==> config.mk <==
export PLATFORM = sky130hd
export DESIGN_NAME = letter_colon_number_command_parser
export DESIGN_NICKNAME = d
export VERILOG_FILES = /design/src/hdl/lcn_pkg.sv /design/src/hdl/letter_colon_number_command_parser.sv
export SDC_FILE = /design/constraint.sdc
export NUM_CORES = 1
export LEC_CHECK = 0
export ABC_AREA = 1
export BUFFER_PORTS_ARGS = -buffer_cell sky130_fd_sc_hd__buf_4
export CAP_MARGIN = 20
export CORE_MARGIN = 2
export CORE_UTILIZATION = 61
export DETAILED_ROUTE_END_ITERATION = 10
export PLACE_DENSITY = 0.81
export REMOVE_ABC_BUFFERS = 1
export SYNTH_ARGS = -nofsm -noshare
export SYNTH_HDL_FRONTEND = slang
export SYNTH_SLANG_ARGS = --single-unit
==> constraint.sdc <==
create_clock -name i_clk -period 3.7 [get_ports i_clk]
set_clock_uncertainty 0.15 [all_clocks]
set_input_delay 0.555 -clock i_clk [delete_from_list [all_inputs] [get_ports i_clk]]
set_output_delay 0.555 -clock i_clk [all_outputs]
set_load 0.02 [all_outputs]
==> src/hdl/lcn_pkg.sv <==
// ----------------------------------------------------------------------------
// lcn_pkg: shared types and constants of the command token parser
// Transaction payload structs and the character codes that the scanner uses.
// ----------------------------------------------------------------------------
package lcn_pkg;

    // Input transaction: one byte of the line, or an end-of-line marker.
    typedef struct packed {
        logic [7:0] character;
        logic       end_of_line;
    } t_in_item;

    // Result transaction: one per line.
    typedef struct packed {
        logic               found;
        logic [1:0]         kind;
        logic signed [15:0] primary_value;
        logic signed [15:0] secondary_value;
    } t_out_item;

    // Character codes.
    localparam logic [7:0] CH_NUL   = 8'h00;
    localparam logic [7:0] CH_TAB   = 8'h09;
    localparam logic [7:0] CH_SPACE = 8'h20;
    localparam logic [7:0] CH_PLUS  = 8'h2B;
    localparam logic [7:0] CH_MINUS = 8'h2D;
    localparam logic [7:0] CH_ZERO  = 8'h30;
    localparam logic [7:0] CH_NINE  = 8'h39;
    localparam logic [7:0] CH_COLON = 8'h3A;
    localparam logic [7:0] CH_UP_A  = 8'h41;
    localparam logic [7:0] CH_UP_Z  = 8'h5A;
    localparam logic [7:0] CH_LO_A  = 8'h61;
    localparam logic [7:0] CH_LO_Z  = 8'h7A;
    localparam logic [7:0] CH_UP_S  = 8'h53;
    localparam logic [7:0] CH_UP_V  = 8'h56;
    localparam logic [7:0] CH_UP_P  = 8'h50;
    localparam logic [7:0] CH_UP_L  = 8'h4C;
    localparam logic [7:0] CH_UP_R  = 8'h52;
    localparam logic [7:0] CASE_BIT = 8'h20;

    // Command letter codes.
    localparam logic [2:0] LTR_S    = 3'd0;
    localparam logic [2:0] LTR_V    = 3'd1;
    localparam logic [2:0] LTR_P    = 3'd2;
    localparam logic [2:0] LTR_L    = 3'd3;
    localparam logic [2:0] LTR_R    = 3'd4;
    localparam logic [2:0] LTR_NONE = 3'd5;

    // Result kinds.
    localparam logic [1:0] KIND_TURN = 2'd3;

    // Bit width of the largest magnitude that a token may carry.
    localparam int MAG_WIDTH = 15;

endpackage

==> src/hdl/letter_colon_number_command_parser.sv <==
// ----------------------------------------------------------------------------
// letter_colon_number_command_parser: command token scanner for text lines
// Finds the first "letter : number" token of a line and reports it per line.
// ----------------------------------------------------------------------------
// Usage:
//   The input channel (i_in_valid / o_in_ready / i_in_data) carries one
//   transaction per character of a line; a transaction with end_of_line set
//   closes the line. Each closing transaction yields exactly one result
//   transaction on the output channel (o_out_valid / i_out_ready / o_out_data)
//   telling whether a token was found, its kind and its values. Character
//   transactions yield no result.
//   o_out_valid rises once the end-of-line transaction has moved on from the
//   input register, where it is staged first, into the output register.
//   One transaction is accepted every cycle unless an end-of-line transaction
//   waits in the input register; the scanner state is updated by a single pass
//   between the input register and the state/result registers as it moves on.
//   When the receiver stalls, the result stays in the output register while
//   character transactions keep flowing; a second end-of-line transaction
//   waits in the input register, holding o_in_ready low, until the output
//   register frees up.
//   Reset (i_rst_n low, synchronous) empties both registers and starts a
//   fresh line.
// ----------------------------------------------------------------------------
module letter_colon_number_command_parser (
    input  logic              i_clk,
    input  logic              i_rst_n,
    input  logic              i_in_valid,
    output logic              o_in_ready,
    input  lcn_pkg::t_in_item i_in_data,
    output logic              o_out_valid,
    input  logic              i_out_ready,
    output lcn_pkg::t_out_item o_out_data
);

    // Scan phases.
    localparam logic [2:0] PH_SEEK   = 3'd0;
    localparam logic [2:0] PH_LETTER = 3'd1;
    localparam logic [2:0] PH_COLON  = 3'd2;
    localparam logic [2:0] PH_SIGN   = 3'd3;
    localparam logic [2:0] PH_DIGITS = 3'd4;

    localparam int MW = lcn_pkg::MAG_WIDTH;

    // Input register.
    logic              r_in_valid;
    lcn_pkg::t_in_item r_in;

    // Scanner state.
    logic [2:0]    r_phase, n_phase;
    logic          r_prev_letter, n_prev_letter;
    logic [2:0]    r_pending, n_pending;
    logic          r_neg, n_neg;
    logic [MW-1:0] r_mag, n_mag;
    logic          r_fin, n_fin;
    logic          r_held_found, n_held_found;
    logic [1:0]    r_held_kind, n_held_kind;
    logic [15:0]   r_held_value, n_held_value;

    // Output register.
    logic               r_out_valid;
    lcn_pkg::t_out_item r_out;
    lcn_pkg::t_out_item n_out;

    logic          w_out_free;
    logic          w_advance;
    logic [7:0]    w_ch;
    logic          w_is_letter;
    logic          w_is_digit;
    logic          w_is_blank;
    logic [2:0]    w_code;
    logic [MW+3:0] w_mag_next;
    logic [15:0]   w_tok_value;
    logic [1:0]    w_tok_kind;
    logic          w_retry;
    logic          w_accept;

    // Map a character to its command letter code, either case.
    function automatic logic [2:0] letter_code(input logic [7:0] c);
        logic [7:0] u;
        u = c;
        if (c >= lcn_pkg::CH_LO_A && c <= lcn_pkg::CH_LO_Z) begin
            u = c - lcn_pkg::CASE_BIT;
        end
        unique case (u)
            lcn_pkg::CH_UP_S: letter_code = lcn_pkg::LTR_S;
            lcn_pkg::CH_UP_V: letter_code = lcn_pkg::LTR_V;
            lcn_pkg::CH_UP_P: letter_code = lcn_pkg::LTR_P;
            lcn_pkg::CH_UP_L: letter_code = lcn_pkg::LTR_L;
            lcn_pkg::CH_UP_R: letter_code = lcn_pkg::LTR_R;
            default:          letter_code = lcn_pkg::LTR_NONE;
        endcase
    endfunction

    // Handshake: the staged transaction moves on unless it closes a line while
    // the output register is still occupied.
    assign w_out_free = !r_out_valid || i_out_ready;
    assign w_advance  = r_in_valid && (!r_in.end_of_line || w_out_free);
    assign o_in_ready = !r_in_valid || w_advance;

    // Character classes of the staged byte.
    assign w_ch        = r_in.character;
    assign w_is_letter = (w_ch >= lcn_pkg::CH_UP_A && w_ch <= lcn_pkg::CH_UP_Z) ||
                         (w_ch >= lcn_pkg::CH_LO_A && w_ch <= lcn_pkg::CH_LO_Z);
    assign w_is_digit  = w_ch >= lcn_pkg::CH_ZERO && w_ch <= lcn_pkg::CH_NINE;
    assign w_is_blank  = w_ch == lcn_pkg::CH_SPACE || w_ch == lcn_pkg::CH_TAB;
    assign w_code      = letter_code(w_ch);

    // Decimal accumulation: magnitude * 10 + digit, as two shifts and adds.
    assign w_mag_next = ({4'b0, r_mag} << 3) + ({4'b0, r_mag} << 1) +
                        {{(MW){1'b0}}, w_ch[3:0]};

    // Signed value and kind of the token in progress.
    assign w_tok_value = r_neg ? (16'd0 - {1'b0, r_mag}) : {1'b0, r_mag};
    assign w_tok_kind  = (r_pending >= lcn_pkg::LTR_L) ? lcn_pkg::KIND_TURN
                                                        : r_pending[1:0];

    // Next scanner state and the result of a closing transaction.
    always_comb begin
        logic       tok_found;
        logic [1:0] tok_kind;
        logic [15:0] tok_value;
        n_phase       = r_phase;
        n_prev_letter = r_prev_letter;
        n_pending     = r_pending;
        n_neg         = r_neg;
        n_mag         = r_mag;
        n_fin         = r_fin;
        n_held_found  = r_held_found;
        n_held_kind   = r_held_kind;
        n_held_value  = r_held_value;
        n_out         = '0;
        w_retry       = 1'b0;
        w_accept      = 1'b0;
        tok_found     = 1'b0;
        tok_kind      = 2'd0;
        tok_value     = 16'd0;

        if (!r_in.end_of_line) begin
            if (!r_fin) begin
                unique case (r_phase)
                    PH_LETTER: begin
                        if (w_ch == lcn_pkg::CH_COLON) begin
                            n_phase = PH_COLON;
                        end else if (!w_is_blank) begin
                            w_retry = 1'b1;
                        end
                    end
                    PH_COLON: begin
                        if (w_ch == lcn_pkg::CH_MINUS) begin
                            n_neg   = 1'b1;
                            n_phase = PH_SIGN;
                        end else if (w_ch == lcn_pkg::CH_PLUS) begin
                            n_phase = PH_SIGN;
                        end else if (w_is_digit) begin
                            n_mag   = {{(MW-4){1'b0}}, w_ch[3:0]};
                            n_phase = PH_DIGITS;
                        end else if (!w_is_blank) begin
                            w_retry = 1'b1;
                        end
                    end
                    PH_SIGN: begin
                        if (w_is_digit) begin
                            n_mag   = {{(MW-4){1'b0}}, w_ch[3:0]};
                            n_phase = PH_DIGITS;
                        end else begin
                            w_retry = 1'b1;
                        end
                    end
                    PH_DIGITS: begin
                        if (w_is_digit) begin
                            // Overflow past the 15-bit limit fails the attempt.
                            if (w_mag_next[MW+3:MW] != 4'd0) begin
                                w_retry = 1'b1;
                            end else begin
                                n_mag = w_mag_next[MW-1:0];
                            end
                        end else begin
                            w_accept = 1'b1;
                        end
                    end
                    default: begin
                        w_retry = 1'b1;
                    end
                endcase

                if (w_accept) begin
                    n_held_found = 1'b1;
                    n_held_kind  = w_tok_kind;
                    n_held_value = w_tok_value;
                    n_fin        = 1'b1;
                end else begin
                    // A failed attempt rescans the breaking byte as a start.
                    if (w_retry) begin
                        n_phase = PH_SEEK;
                        n_neg   = 1'b0;
                        n_mag   = '0;
                        if (w_ch == lcn_pkg::CH_NUL) begin
                            n_fin = 1'b1;
                        end else if (!r_prev_letter && w_code != lcn_pkg::LTR_NONE) begin
                            n_pending = w_code;
                            n_phase   = PH_LETTER;
                        end
                    end
                    n_prev_letter = w_is_letter;
                end
            end
        end else begin
            // End of line: a digit run still open is accepted here.
            if (r_held_found) begin
                tok_found = 1'b1;
                tok_kind  = r_held_kind;
                tok_value = r_held_value;
            end else if (!r_fin && r_phase == PH_DIGITS) begin
                tok_found = 1'b1;
                tok_kind  = w_tok_kind;
                tok_value = w_tok_value;
            end

            if (tok_found) begin
                n_out.found = 1'b1;
                n_out.kind  = tok_kind;
                if (tok_kind == lcn_pkg::KIND_TURN) begin
                    n_out.primary_value   = (r_pending == lcn_pkg::LTR_L) ? -16'sd1 : 16'sd1;
                    n_out.secondary_value = tok_value;
                end else begin
                    n_out.primary_value   = tok_value;
                    n_out.secondary_value = 16'sd0;
                end
            end

            // Start a fresh line.
            n_phase       = PH_SEEK;
            n_prev_letter = 1'b0;
            n_pending     = lcn_pkg::LTR_S;
            n_neg         = 1'b0;
            n_mag         = '0;
            n_fin         = 1'b0;
            n_held_found  = 1'b0;
            n_held_kind   = 2'd0;
            n_held_value  = 16'd0;
        end
    end

    // Input register.
    always_ff @(posedge i_clk) begin
        if (!i_rst_n) begin
            r_in_valid <= 1'b0;
        end else if (o_in_ready) begin
            r_in_valid <= i_in_valid;
        end
        if (o_in_ready && i_in_valid) begin
            r_in <= i_in_data;
        end
    end

    // Scanner state registers.
    always_ff @(posedge i_clk) begin
        if (!i_rst_n) begin
            r_phase       <= PH_SEEK;
            r_prev_letter <= 1'b0;
            r_pending     <= lcn_pkg::LTR_S;
            r_neg         <= 1'b0;
            r_mag         <= '0;
            r_fin         <= 1'b0;
            r_held_found  <= 1'b0;
            r_held_kind   <= 2'd0;
            r_held_value  <= 16'd0;
        end else if (w_advance) begin
            r_phase       <= n_phase;
            r_prev_letter <= n_prev_letter;
            r_pending     <= n_pending;
            r_neg         <= n_neg;
            r_mag         <= n_mag;
            r_fin         <= n_fin;
            r_held_found  <= n_held_found;
            r_held_kind   <= n_held_kind;
            r_held_value  <= n_held_value;
        end
    end

    // Output register.
    always_ff @(posedge i_clk) begin
        if (!i_rst_n) begin
            r_out_valid <= 1'b0;
        end else if (w_out_free) begin
            r_out_valid <= w_advance && r_in.end_of_line;
        end
        if (w_out_free && w_advance && r_in.end_of_line) begin
            r_out <= n_out;
        end
    end

    assign o_out_valid = r_out_valid;
    assign o_out_data  = r_out;

    // A held token always means the line is finished.
    a_held_implies_fin: assert property (@(posedge i_clk) disable iff (!i_rst_n)
        r_held_found |-> r_fin)
        else $error("held token without finished line");

    // Seeking state carries no partial number.
    a_seek_clean: assert property (@(posedge i_clk) disable iff (!i_rst_n)
        (r_phase == PH_SEEK) |-> (r_mag == '0 && !r_neg))
        else $error("partial number left while seeking");

    // A closing transaction that moves on shows up as a result next cycle.
    a_eol_result: assert property (@(posedge i_clk) disable iff (!i_rst_n)
        (w_advance && r_in.end_of_line) |=> o_out_valid)
        else $error("end of line produced no result");

    // A line without a token reports all zeros.
    a_empty_zero: assert property (@(posedge i_clk) disable iff (!i_rst_n)
        (o_out_valid && !o_out_data.found) |->
        (o_out_data.kind == 2'd0 && o_out_data.primary_value == 16'sd0 &&
         o_out_data.secondary_value == 16'sd0))
        else $error("empty line result not zero");

    // A turn carries a direction of one step.
    a_turn_dir: assert property (@(posedge i_clk) disable iff (!i_rst_n)
        (o_out_valid && o_out_data.found && o_out_data.kind == lcn_pkg::KIND_TURN) |->
        (o_out_data.primary_value == 16'sd1 || o_out_data.primary_value == -16'sd1))
        else $error("turn direction out of range");

endmodule
* After elaboration in Yosys (flattened, before gate mapping)
Index checks and enable logic that the tools add are counted.
Widths: inputs -> output; s select.
** Word-level totals
- Bits in registers :: 89
- Input port bits :: 13
- Output and inout port bits :: 37
- Logic and storage cells :: 158
** Operators by class
- Add/subtract/negate cells :: 4
- Order comparisons :: 7
- Equal/unequal tests :: 20
- Multiplexer cells :: 79
- Reductions and logical operators :: 31
** Operators with widths (count)
- $mux 15 :: 9
- $mux 16 :: 7
- $pmux 15 s3 :: 1
- $mux 3 :: 14
- $eq 8x7->1 const B :: 5
- $mux 1 :: 35
- $mux 35 :: 1
- $eq 8x6->1 const B :: 4
- $mux 32 :: 1
- $add 18x16->19 :: 1
- $add 19x4->19 :: 1
- $ge 8x7->1 const B :: 2
- $le 8x7->1 const B :: 2
- $sub 1x15->16 const A :: 1
- $pmux 3 s5 :: 1
- $mux 2 :: 7
- $logic_and 1x1->1 :: 10
- $eq 3x2->1 const B :: 3
- $pmux 3 s3 :: 1
- $reduce_and 3->1 :: 3
- $eq 8x4->1 const B :: 1
- $ge 8x6->1 const B :: 1
- $le 8x6->1 const B :: 1
- $logic_not 8->1 :: 1
- other kinds (15) :: 28

* Depth between registers and ports, before layout
Gate-level depths: netlist (run 1).
- Word-level depth :: 13
- Depth in mapped cells :: 20
- Mapped depth without buffers :: 20

* Least setup slack after synthesis (run 1)
No wires, ideal clock.
- Kind :: register -> register
- From :: register r_mag[0]
- To :: register r_mag[10]
- Library setup time :: 0.071 ns
- Arrival :: 2.911 ns
- Required time :: 3.479 ns
- Path slack :: 0.568 ns
- Stages on the path, launching flop included :: 19
- Path buffers :: 1
- Clock period less this slack :: 3.132 ns
- Cell sequence :: dfxtp_1 > inv_1 > fa_1 > fa_1 > nand3b_1 > nand2_1 > nand2_1 > nand2_1 > nand2_1 > nand3_1 > nand2_1 > nor2_4 > nand2_2 > nand2_4 > nand3_4 > buf_6 > nor2_2 > nand2_1 > a21oi_2
** On the way
- Cells in the longest elaborated chain, start to end :: 12
** Ends and longest elaborated chain
- start: declaration :: RTL line letter_colon_number_command_parser.sv:53 : logic [MW-1:0] r_mag, n_mag;
- start signal: assignment :: RTL line letter_colon_number_command_parser.sv:273 : r_mag <= n_mag;
- $add 18x16->19 (*) :: RTL line letter_colon_number_command_parser.sv:109 : assign w_mag_next = ({4'b0, r_mag} << 3) + ({4'b0, r_mag} << 1) +
- $add 19x4->19 (*) :: RTL line letter_colon_number_command_parser.sv:109
- $reduce_bool 4->1 :: RTL line letter_colon_number_command_parser.sv:172 : if (w_mag_next[MW+3:MW] != 4'd0) begin
- $mux 1 :: RTL line letter_colon_number_command_parser.sv:172
- $mux 1 :: RTL line letter_colon_number_command_parser.sv:170 : if (w_is_digit) begin
- $pmux 1 s4 :: RTL line letter_colon_number_command_parser.sv:140 : unique case (r_phase)
- $mux 1 :: RTL line letter_colon_number_command_parser.sv:139 : if (!r_fin) begin
- $mux 1 :: RTL line letter_colon_number_command_parser.sv:138 : if (!r_in.end_of_line) begin
- $mux 15 :: RTL line letter_colon_number_command_parser.sv:193 : if (w_retry) begin
- $mux 15 (*) :: RTL line letter_colon_number_command_parser.sv:186 : if (w_accept) begin
- $mux 15 (*) :: RTL line letter_colon_number_command_parser.sv:139
- $mux 15 (*) :: RTL line letter_colon_number_command_parser.sv:138
Mark *: on every way between the ends. The rest lies on a longest branch, timed or not. The select of a mux whose other input is x is not followed.
A chain may end at the register's enable or synchronous reset.

* Worst setup path in the final report (run 1)
- From :: register r_in (netlist bit w_ch[3])
- To :: register r_phase[1]
** On the way
- Cells in the longest elaborated chain, start to end :: 13
** Ends and longest elaborated chain
- start: declaration :: RTL line letter_colon_number_command_parser.sv:46 : lcn_pkg::t_in_item r_in;
- start signal: assignment :: RTL line letter_colon_number_command_parser.sv:252 : r_in <= i_in_data;
- branches (longest 10 deep; another with $add 19x4->19)
- $mux 3 (*) :: RTL line letter_colon_number_command_parser.sv:186
- $mux 3 (*) :: RTL line letter_colon_number_command_parser.sv:139
- $mux 3 (*) :: RTL line letter_colon_number_command_parser.sv:138
- end signal: assignment :: RTL line letter_colon_number_command_parser.sv:269 : r_phase <= n_phase;
- end: declaration :: RTL line letter_colon_number_command_parser.sv:49 : logic [2:0] r_phase, n_phase;
Every way passes the cells marked *. The select of a mux whose other input is x is not followed.

==> impl_metrics.ini, run 1 <==
[pwr]
p_leak_nw = 3.01
clkPwrFrac = 0.338
vdd_drop_max_mv = 0.168
seq_power_share = 0.582
swShare = 0.264
internal_power_mw = 1.35
combPwrFrac = 0.080
p_per_area_mw_per_mm2 = 261
p_switching_uw = 482

[clock_tree]
cts_tree = yes
cts_buffers = 9
cts.reportedPaths.clkPinSlew_ns = 0.09
clock-sinks = 89
htreeDepth = 3
clockBufferDepth = 2
root_buffer = clkbuf_8
clkLatencyLatePin_ns = 0.37

[floorplanning]
dieArea_mm2 = 0.0111
initial_core_util = 0.634
die_w_um = 105
fp.dieH_um = 105
core_mm2 = 0.00986
pin_count = 50
rows = 36

[synth]
synth_area_mm2 = 0.00625
netlist_top_cells_area = edfxtp_1 21%, nand2_1 15%, dfxtp_1 14%
synthSimpleGateAreaFrac = 0.331
yosysTopAreaCell = edfxtp_1
synth_top_family_by_area = simple AND/OR/NAND/NOR gates
postSynthCellCount = 878
ys_types = 46
synth-xor-area-share = 0.0280
synth_fa_ha_area_frac = 0.0724
ys_ff_latch = 89
synthMuxAreaShare = 0
ys_seq_area_frac = 0.355
synth_top_area_share = 0.211
synth-compound-area-share = 0.127
postSynthAreaPerCell_um2 = 7.12
yosys_warnings = 0

[cells_and_area]
multi_input_area_mm2 = 0.00350
regArea_mm2 = 0.00222
num-nets-final = 978
layout_common_cells = 246 x nand2_1, 94 x inv_1, 93 x nor2_1
final_layout_size_suffix_gt1_frac = 0.155
areaGrowthSynthToFinish_pct = 11.9
n_antenna_cell = 0
layout_commonest_cell = nand2_1
n_fill_cell = 830

[routing]
wire_per_inst_um = 13.6
final_antenna_net_count = 0
firstDrtPassIters = 6
vias_per_cell = 5.54
drc_errors = 0
wirelength_um = 14500
drt_iter0_markers = 595
routed-via-count = 5917

[min_path]
whs_path_depth = 1
hold_class = input pin to register
whs_endpoint = w_ch[4]
min_from = i_in_data[5]

[placed_design]
dpl.hpwl_um = 10900
place.gp.congestion = 0.923
io_buffers = 49
dp_slack_ns = 0.170

[sta]
clock.fmax_mhz = 289
setup_viol = 0
setup_tns_ns = 0
tightest_slew_ns = 0.927
drv_slew = 0
fin_ws_ns = 0.234
fin_crit_sh = 0.937
relSlewSlack = 0.380
hold_viol_final = 0
min_period_ns = 3.47

[worst_setup_path]
end_kind = register
r2r-start = w_ch[3]
r2r_cells = 17
timing.rr.end = r_phase[1]
crit_type = register to register
cp.required_ns = 3.85
startpoint_type = register
r2r_setup_slack_ns = 0.23
cp.arrival_ns = 3.61
path_max_fanout = 6

[global_routing]
grt_util_all_layers = 0.268
grt_pass1_vias = 5250
antenna_found_initial = 0
gr-total-overflow = 0
grt_max_degree = 37
grt_pass1_wl_um = 24400

[run_status]
outcome = finished, final reports clean

[job]
maxCapViolations = 0
metrics by stage:
step,instances,power [mW],util,instance area (um2),hold slack [ns]
global placement,1044,1.23,0.683,6740,0.298
CTS,1060,1.83,0.701,6910,0.192
global route,1068,1.88,0.709,6990,0.193
finish,1068,1.83,0.709,6990,0.206
detailed placement,1044,1.23,0.683,6740,0.304
floorplan,851,1.18,-,6120,0.291
registers in the layout, summed over array words and instances, names as in the netlist, 2 cells and up:
| register | cells |
|---|---|
| r_phase | 3 |
| o_out_data | 35 |
| r_held_kind | 2 |
| w_ch | 8 |
| r_mag | 15 |
| r_pending | 3 |
| r_held_value | 16 |
timing repair:
action	in CTS	in global routing
endpoints found under the setup margin	0	17
setup buffers	0	8
hold buffers	0	0
resized for setup	0	1
power groups by stage:
stage | Combinational (mW) | Sequential [mW] | Clock [mW]
floorplan | 0.0839 | 1.09 | 0
global placement | 0.140 | 1.09 | 0
detailed placement | 0.143 | 1.09 | 0
CTS | 0.143 | 1.06 | 0.623
global route | 0.161 | 1.07 | 0.652
finish | 0.145 | 1.06 | 0.617
critical path: stages, from the launching register on:
cell and delay [ns]:
edfxtp_1 0.45, inv_2 0.10, fa_1 0.54, fa_1 0.47
nand3b_1 0.17, nand2_1 0.14, nand2_1 0.07, nand2_1 0.09
nand2_1 0.08, nand3_1 0.07, nand2_1 0.09, nor2_4 0.20
nand2_2 0.12, nand2_4 0.10, nand3_4 0.07, buf_4 0.15
or2_1 0.20, a21oi_1 0.14
Yosys cell counts (all sizes together):
library cell,count
a21o,1
nand3b,3
ha,33
inv,107
buf,12
clkbuf,15
nor3,12
edfxtp,44
xor2,13
and3,1
o22ai,4
clkinv,2
a21oi,82
or2,8
o21ai,19
xnor2,7
nor2,112
a211oi,1
fa,2
dfxtp,45
o21a,5
a31oi,1
nand4,24
a22o,2
o221ai,3
nand3,52
nand2,250
nor4,1
a22oi,13
o31ai,2
and2,2
routing by layer:
metal,routed length [um],part of all wire,GRT usage,vias to the layer above
li1,-,-,-,2985
met1,6560,0.45,0.372,2683
met2,6780,0.47,0.432,221
met3,896,0.062,0.0334,28
met4,275,0.019,0.0895,0
met5,0,0,0,-
layout make-up:
| class | count | area share |
|---|---|---|
| clock buffer | 9 | 0.0177 |
| clock inverter | 7 | 0.00751 |
| inverter | 109 | 0.0585 |
| multi-input combinational | 653 | 0.500 |
| sequential | 89 | 0.318 |
| tap | 133 | 0.0238 |
| timing repair buffer | 68 | 0.0748 |
cell families after synthesis:
group / Yosys count
DFF: 89
xor gates and xnor gates: 20
buffers and inverters: 136
AOI/OAI and AO/OA: 133
and+or+nand+nor: 465
adders and majority gates: 35
worst max-delay path by stage:
stage	start	endpoint	cells after the start
final	w_ch[3]	r_phase[1]	17
after global routing	w_ch[3]	r_mag[1]	18
after CTS	w_ch[3]	r_phase[1]	17
after detailed placement	w_ch[3]	r_phase[1]	17
after global placement	w_ch[3]	r_phase[1]	17
after floorplan	r_mag[0]	r_phase[1]	16
Power figures use the tool's default switching activity.
==> inputs of run 2 (changes only) <==
--- a/config.mk
+++ b/config.mk
@@ -8,6 +8,7 @@
 export ABC_AREA = 1
 export BUFFER_PORTS_ARGS = -buffer_cell sky130_fd_sc_hd__buf_4
 export CAP_MARGIN = 20
+export CORE_ASPECT_RATIO = 1.2
 export CORE_MARGIN = 2
 export CORE_UTILIZATION = 61
 export DETAILED_ROUTE_END_ITERATION = 10
==> impl_metrics.ini, run 2 (synthesis gave the netlist of run 1 again) <==
[sta]
setup_tns_ns = 0
hold_viol_final = 0
tightest_slew_ns = 0.885
holdWs_ns = 0.229
drv_slew = 0
setup_viol = 0
min_period_ns = 3.47
relSlewSlack = 0.408
clock.fmax_mhz = 288
fin_crit_sh = 0.938
fin_ws_ns = 0.228

[placed_design]
dpl.cell_count = 1038
dp_slack_ns = 0.181
dpl.hpwl_um = 11000
place.gp.congestion = 0.913
io_buffers = 49

[clock_tree]
clock-sinks = 89
cts_buffers = 9
cts_tree = yes
htreeDepth = 3
clkLatencyLatePin_ns = 0.35
clockBufferDepth = 2
cts.reportedPaths.clkPinSlew_ns = 0.07
root_buffer = clkbuf_16

[worst_setup_path]
cp.required_ns = 3.82
cp.arrival_ns = 3.59
r2r-start = r_mag[2]
path_max_fanout = 6
startpoint_type = register
r2r_cells = 17
crit_type = register to register
end_kind = register
crit_start = r_mag[2]
timing.rr.end = r_phase[1]
r2r_setup_slack_ns = 0.23

[routing]
vias_per_cell = 5.60
final_antenna_net_count = 0
drt_iter0_markers = 527
firstDrtPassIters = 5
wire_per_inst_um = 14.2
wirelength_um = 15000
routed-via-count = 5935
drc_errors = 0

[min_path]
hold_class = input pin to register
whs_path_depth = 1
min_from = i_in_data[6]
whs_endpoint = w_ch[5]

[cells_and_area]
final_layout_size_suffix_gt1_frac = 0.153
n_antenna_cell = 0
n_fill_cell = 805
areaGrowthSynthToFinish_pct = 13.4
largest_reg_flops = 35
final_cells = 1059
fin_util = 0.709
num-nets-final = 976
layout_commonest_cell = nand2_1
layout_common_cells = 246 x nand2_1, 94 x inv_1, 93 x nor2_1

[global_routing]
grt_pass1_wl_um = 24800
grt_use_met1 = 0.363
use_met3 = 0.0491
grt_max_degree = 37
gr-total-overflow = 0
grt_pass1_vias = 5416
grt_use_met2 = 0.472
grt_util_all_layers = 0.279
antenna_found_initial = 0
grt_busiest_layer = met2

[pwr]
p_per_area_mw_per_mm2 = 295
vdd_drop_max_mv = 0.201
p_leak_nw = 3.05

[floorplanning]
initial_core_util = 0.625
rows = 40
dieArea_mm2 = 0.0111
die_w_um = 96.4
fp.dieH_um = 115
pin_count = 50
core_mm2 = 0.0100

[job]
maxCapViolations = 0

[run_status]
outcome = finished, final reports clean
-- run 2: worst max-delay path by stage --
stage	to	slack (ns)
after floorplan	r_phase[1]	0.39
after global placement	r_phase[1]	0.30
after detailed placement	r_phase[1]	0.18
after CTS	r_phase[1]	0.17
after global routing	r_mag[5]	-0.01
final	r_phase[1]	0.23
-- run 2: routing by layer --
metal	share of wire	wire, um	vias up
met5	0	0	-
met4	0.023	347	0
met3	0.058	863	45
met2	0.49	7420	219
met1	0.42	6360	2693
li1	-	-	2978
-- run 2: per-stage QoR --
step	power (mW)	area (um2)
floorplan	1.18	6120
global placement	1.22	6740
detailed placement	1.23	6740
CTS	2.09	7020
global route	2.15	7090
finish	2.09	7090
-- run 2: layout make-up --
type | instances | area [um2] | share of cell area
flip-flops and latches | 89 | 2220 | 0.313
well taps | 126 | 158 | 0.0222
multi-input cells | 653 | 3500 | 0.493
inverters | 109 | 409 | 0.0577
clock buffers | 10 | 239 | 0.0337
clock inverters | 6 | 47.5 | 0.00670
repair buffers | 66 | 520 | 0.0734
-- run 2: power breakdown --
part / internal (mW) / switching [mW]
clock network: 0.480 / 0.398
logic: 0.0486 / 0.0970
registers: 1.05 / 0.0166
-- run 2: timing repair --
item | in CTS | in global routing
gates resized for setup | 0 | 1
setup endpoints to repair | 0 | 17
hold buffers | 0 | 0
setup buffers | 0 | 5
-- run 2: critical path, cell delays in order, from the launching register on --
cell and delay (ns):
dfxtp_1 0.43, inv_1 0.15, fa_1 0.50, fa_1 0.47, nand3b_1 0.18, nand2_1 0.14, nand2_1 0.07, nand2_1 0.09
nand2_1 0.08, nand3_1 0.07, nand2_1 0.09, nor2_4 0.22, nand2_2 0.10, nand2_4 0.10, nand3_4 0.10, buf_12 0.16
or2_1 0.20, a21oi_1 0.12
==> inputs of run 3 (changes only) <==
--- a/config.mk
+++ b/config.mk
@@ -6,12 +6,12 @@
 export NUM_CORES = 1
 export LEC_CHECK = 0
 export ABC_AREA = 1
-export BUFFER_PORTS_ARGS = -buffer_cell sky130_fd_sc_hd__buf_4
 export CAP_MARGIN = 20
 export CORE_ASPECT_RATIO = 1.2
 export CORE_MARGIN = 2
-export CORE_UTILIZATION = 61
+export CORE_UTILIZATION = 65
 export DETAILED_ROUTE_END_ITERATION = 10
+export DONT_BUFFER_PORTS = 1
 export PLACE_DENSITY = 0.81
 export REMOVE_ABC_BUFFERS = 1
 export SYNTH_ARGS = -nofsm -noshare
==> impl_metrics.ini, run 3 (synthesis gave the netlist of run 1 again) <==
[placed_design]
dpl.hpwl_um = 10900
dp_slack_ns = 0.143
dpl.cell_count = 984
io_buffers = 0
place.gp.congestion = 0.866

[routing]
wirelength_um = 15400
final_antenna_net_count = 0
drc_errors = 0
routed-via-count = 5941
drt_iter0_markers = 643
vias_per_cell = 5.90
wire_per_inst_um = 15.3
firstDrtPassIters = 7

[worst_setup_path]
timing.rr.end = r_mag[12]
slowest_delay_ns = 0.53
crit_family = simple AND/OR/NAND/NOR gates
r2r_cells = 17
path_cells = inv_2 > fa_1 > fa_1 > nand3b_1 > nand2_1 > nand2_1 > nand2_1 > nand2_1 > nand3_1 > nand2_1 > nor2_4 > nand2_2 > nand2_4 > nand3_4 > nor2_1 > nand2_1 > a21oi_1
startpoint_type = register
end_kind = register
r2r-start = w_ch[3]
cp.arrival_ns = 3.64
cp.required_ns = 3.81
critPathBufInv = 1
critPathCapture = r_mag[12]
path_max_fanout = 9
slowest_stage = fa_1
crit_type = register to register
crit_start = w_ch[3]
r2r_setup_slack_ns = 0.16
critical_path_depth = 17
crit_top_cell = nand2_1

[pwr]
seq_power_share = 0.490
clkPwrFrac = 0.457
swShare = 0.236
combPwrFrac = 0.053
vdd_drop_max_mv = 0.211
p_leak_nw = 2.81
p_switching_uw = 518
p_per_area_mw_per_mm2 = 326
internal_power_mw = 1.68

[global_routing]
grt_max_degree = 37
grt_util_all_layers = 0.289
grt_busiest_layer = met2
grt_pass1_vias = 5300
antenna_found_initial = 0
gr-total-overflow = 0
use_met3 = 0.0392
grt_use_met2 = 0.510
grt_use_met1 = 0.359
grt_pass1_wl_um = 24500

[cells_and_area]
areaGrowthSynthToFinish_pct = 7.88
fin_util = 0.716
multi_input_area_mm2 = 0.00351
layout_commonest_cell = nand2_1
final_cells = 1007
num-nets-final = 927
n_fill_cell = 717
final_layout_size_suffix_gt1_frac = 0.107
largest_reg_flops = 35
layout_common_cells = 246 x nand2_1, 94 x inv_1, 93 x nor2_1
regArea_mm2 = 0.00222
n_antenna_cell = 0

[min_path]
hold_class = input pin to register

[sta]
relSlewSlack = 0.325
hold_viol_final = 0
drv_slew = 0
tightest_slew_ns = 1.01
fin_crit_sh = 0.956
holdWs_ns = 0.148
clock.fmax_mhz = 283
fin_ws_ns = 0.164
min_period_ns = 3.54
setup_viol = 0

[clock_tree]
ctsHoldBuffers = 0
htreeDepth = 3
clockBufferDepth = 2
cts_buffers = 9
cts_tree = yes
root_buffer = clkbuf_16
clkLatencyLatePin_ns = 0.35
cts.reportedPaths.clkPinSlew_ns = 0.07
clock-sinks = 89

[floorplanning]
fp.dieH_um = 111
rows = 39
die_w_um = 93.5
core_mm2 = 0.00942
initial_core_util = 0.664
pin_count = 50
dieArea_mm2 = 0.0104

[run_status]
outcome = finished, final reports clean

[job]
maxCapViolations = 0
==> run 3: final cells by class <==
class,count,area share
clock buffers,9,0.0334
clock inverters,7,0.0147
inverters,109,0.0607
multi-input cells,654,0.521
flip-flops and latches,89,0.330
well taps,123,0.0228
repair buffers,16,0.0178
==> run 3: how the worst min path moves through the flow <==
stage	from	end	slack (ns)	cells past startpoint
detailed placement	r_held_value[5]	r_held_value[5]	0.30	2
CTS	i_in_data[7]	w_ch[6]	0.14	0
finish	i_in_data[6]	w_ch[5]	0.15	0
global placement	r_held_value[9]	r_held_value[9]	0.30	2
floorplan	r_held_value[15]	r_held_value[15]	0.29	2
global route	i_in_data[7]	w_ch[6]	0.14	0
==> run 3: what timing repair did <==
action                     4_1_cts  5_1_grt
setup endpoints to repair        0       17
gates resized for setup          0        3
hold endpoints to repair         0        0
setup buffers                    0        6
==> run 3: stage by stage <==
step	TNS [ns]	power [mW]	area (um2)
2_1_floorplan	0	1.18	6120
3_5_place_dp	0	1.21	6350
6_report	0	2.20	6750
4_1_cts	0	2.19	6670
3_3_place_gp	0	1.20	6350
5_1_grt	-0.0174	2.24	6750
==> run 3: power by group through the flow <==
stage / Sequential [mW] / Combinational (mW) / Clock [mW]
finish: 1.08 / 0.116 / 1.00
detailed placement: 1.10 / 0.110 / 0
global placement: 1.10 / 0.105 / 0
global route: 1.08 / 0.129 / 1.04
CTS: 1.08 / 0.111 / 1.00
floorplan: 1.09 / 0.0839 / 0
==> run 3: per-layer routing <==
| metal | wire length (um) | vias to the layer above |
|---|---|---|
| met5 | 0 | - |
| met4 | 318 | 0 |
| met3 | 908 | 35 |
| met2 | 7890 | 283 |
| met1 | 6330 | 2738 |
| li1 | - | 2885 |
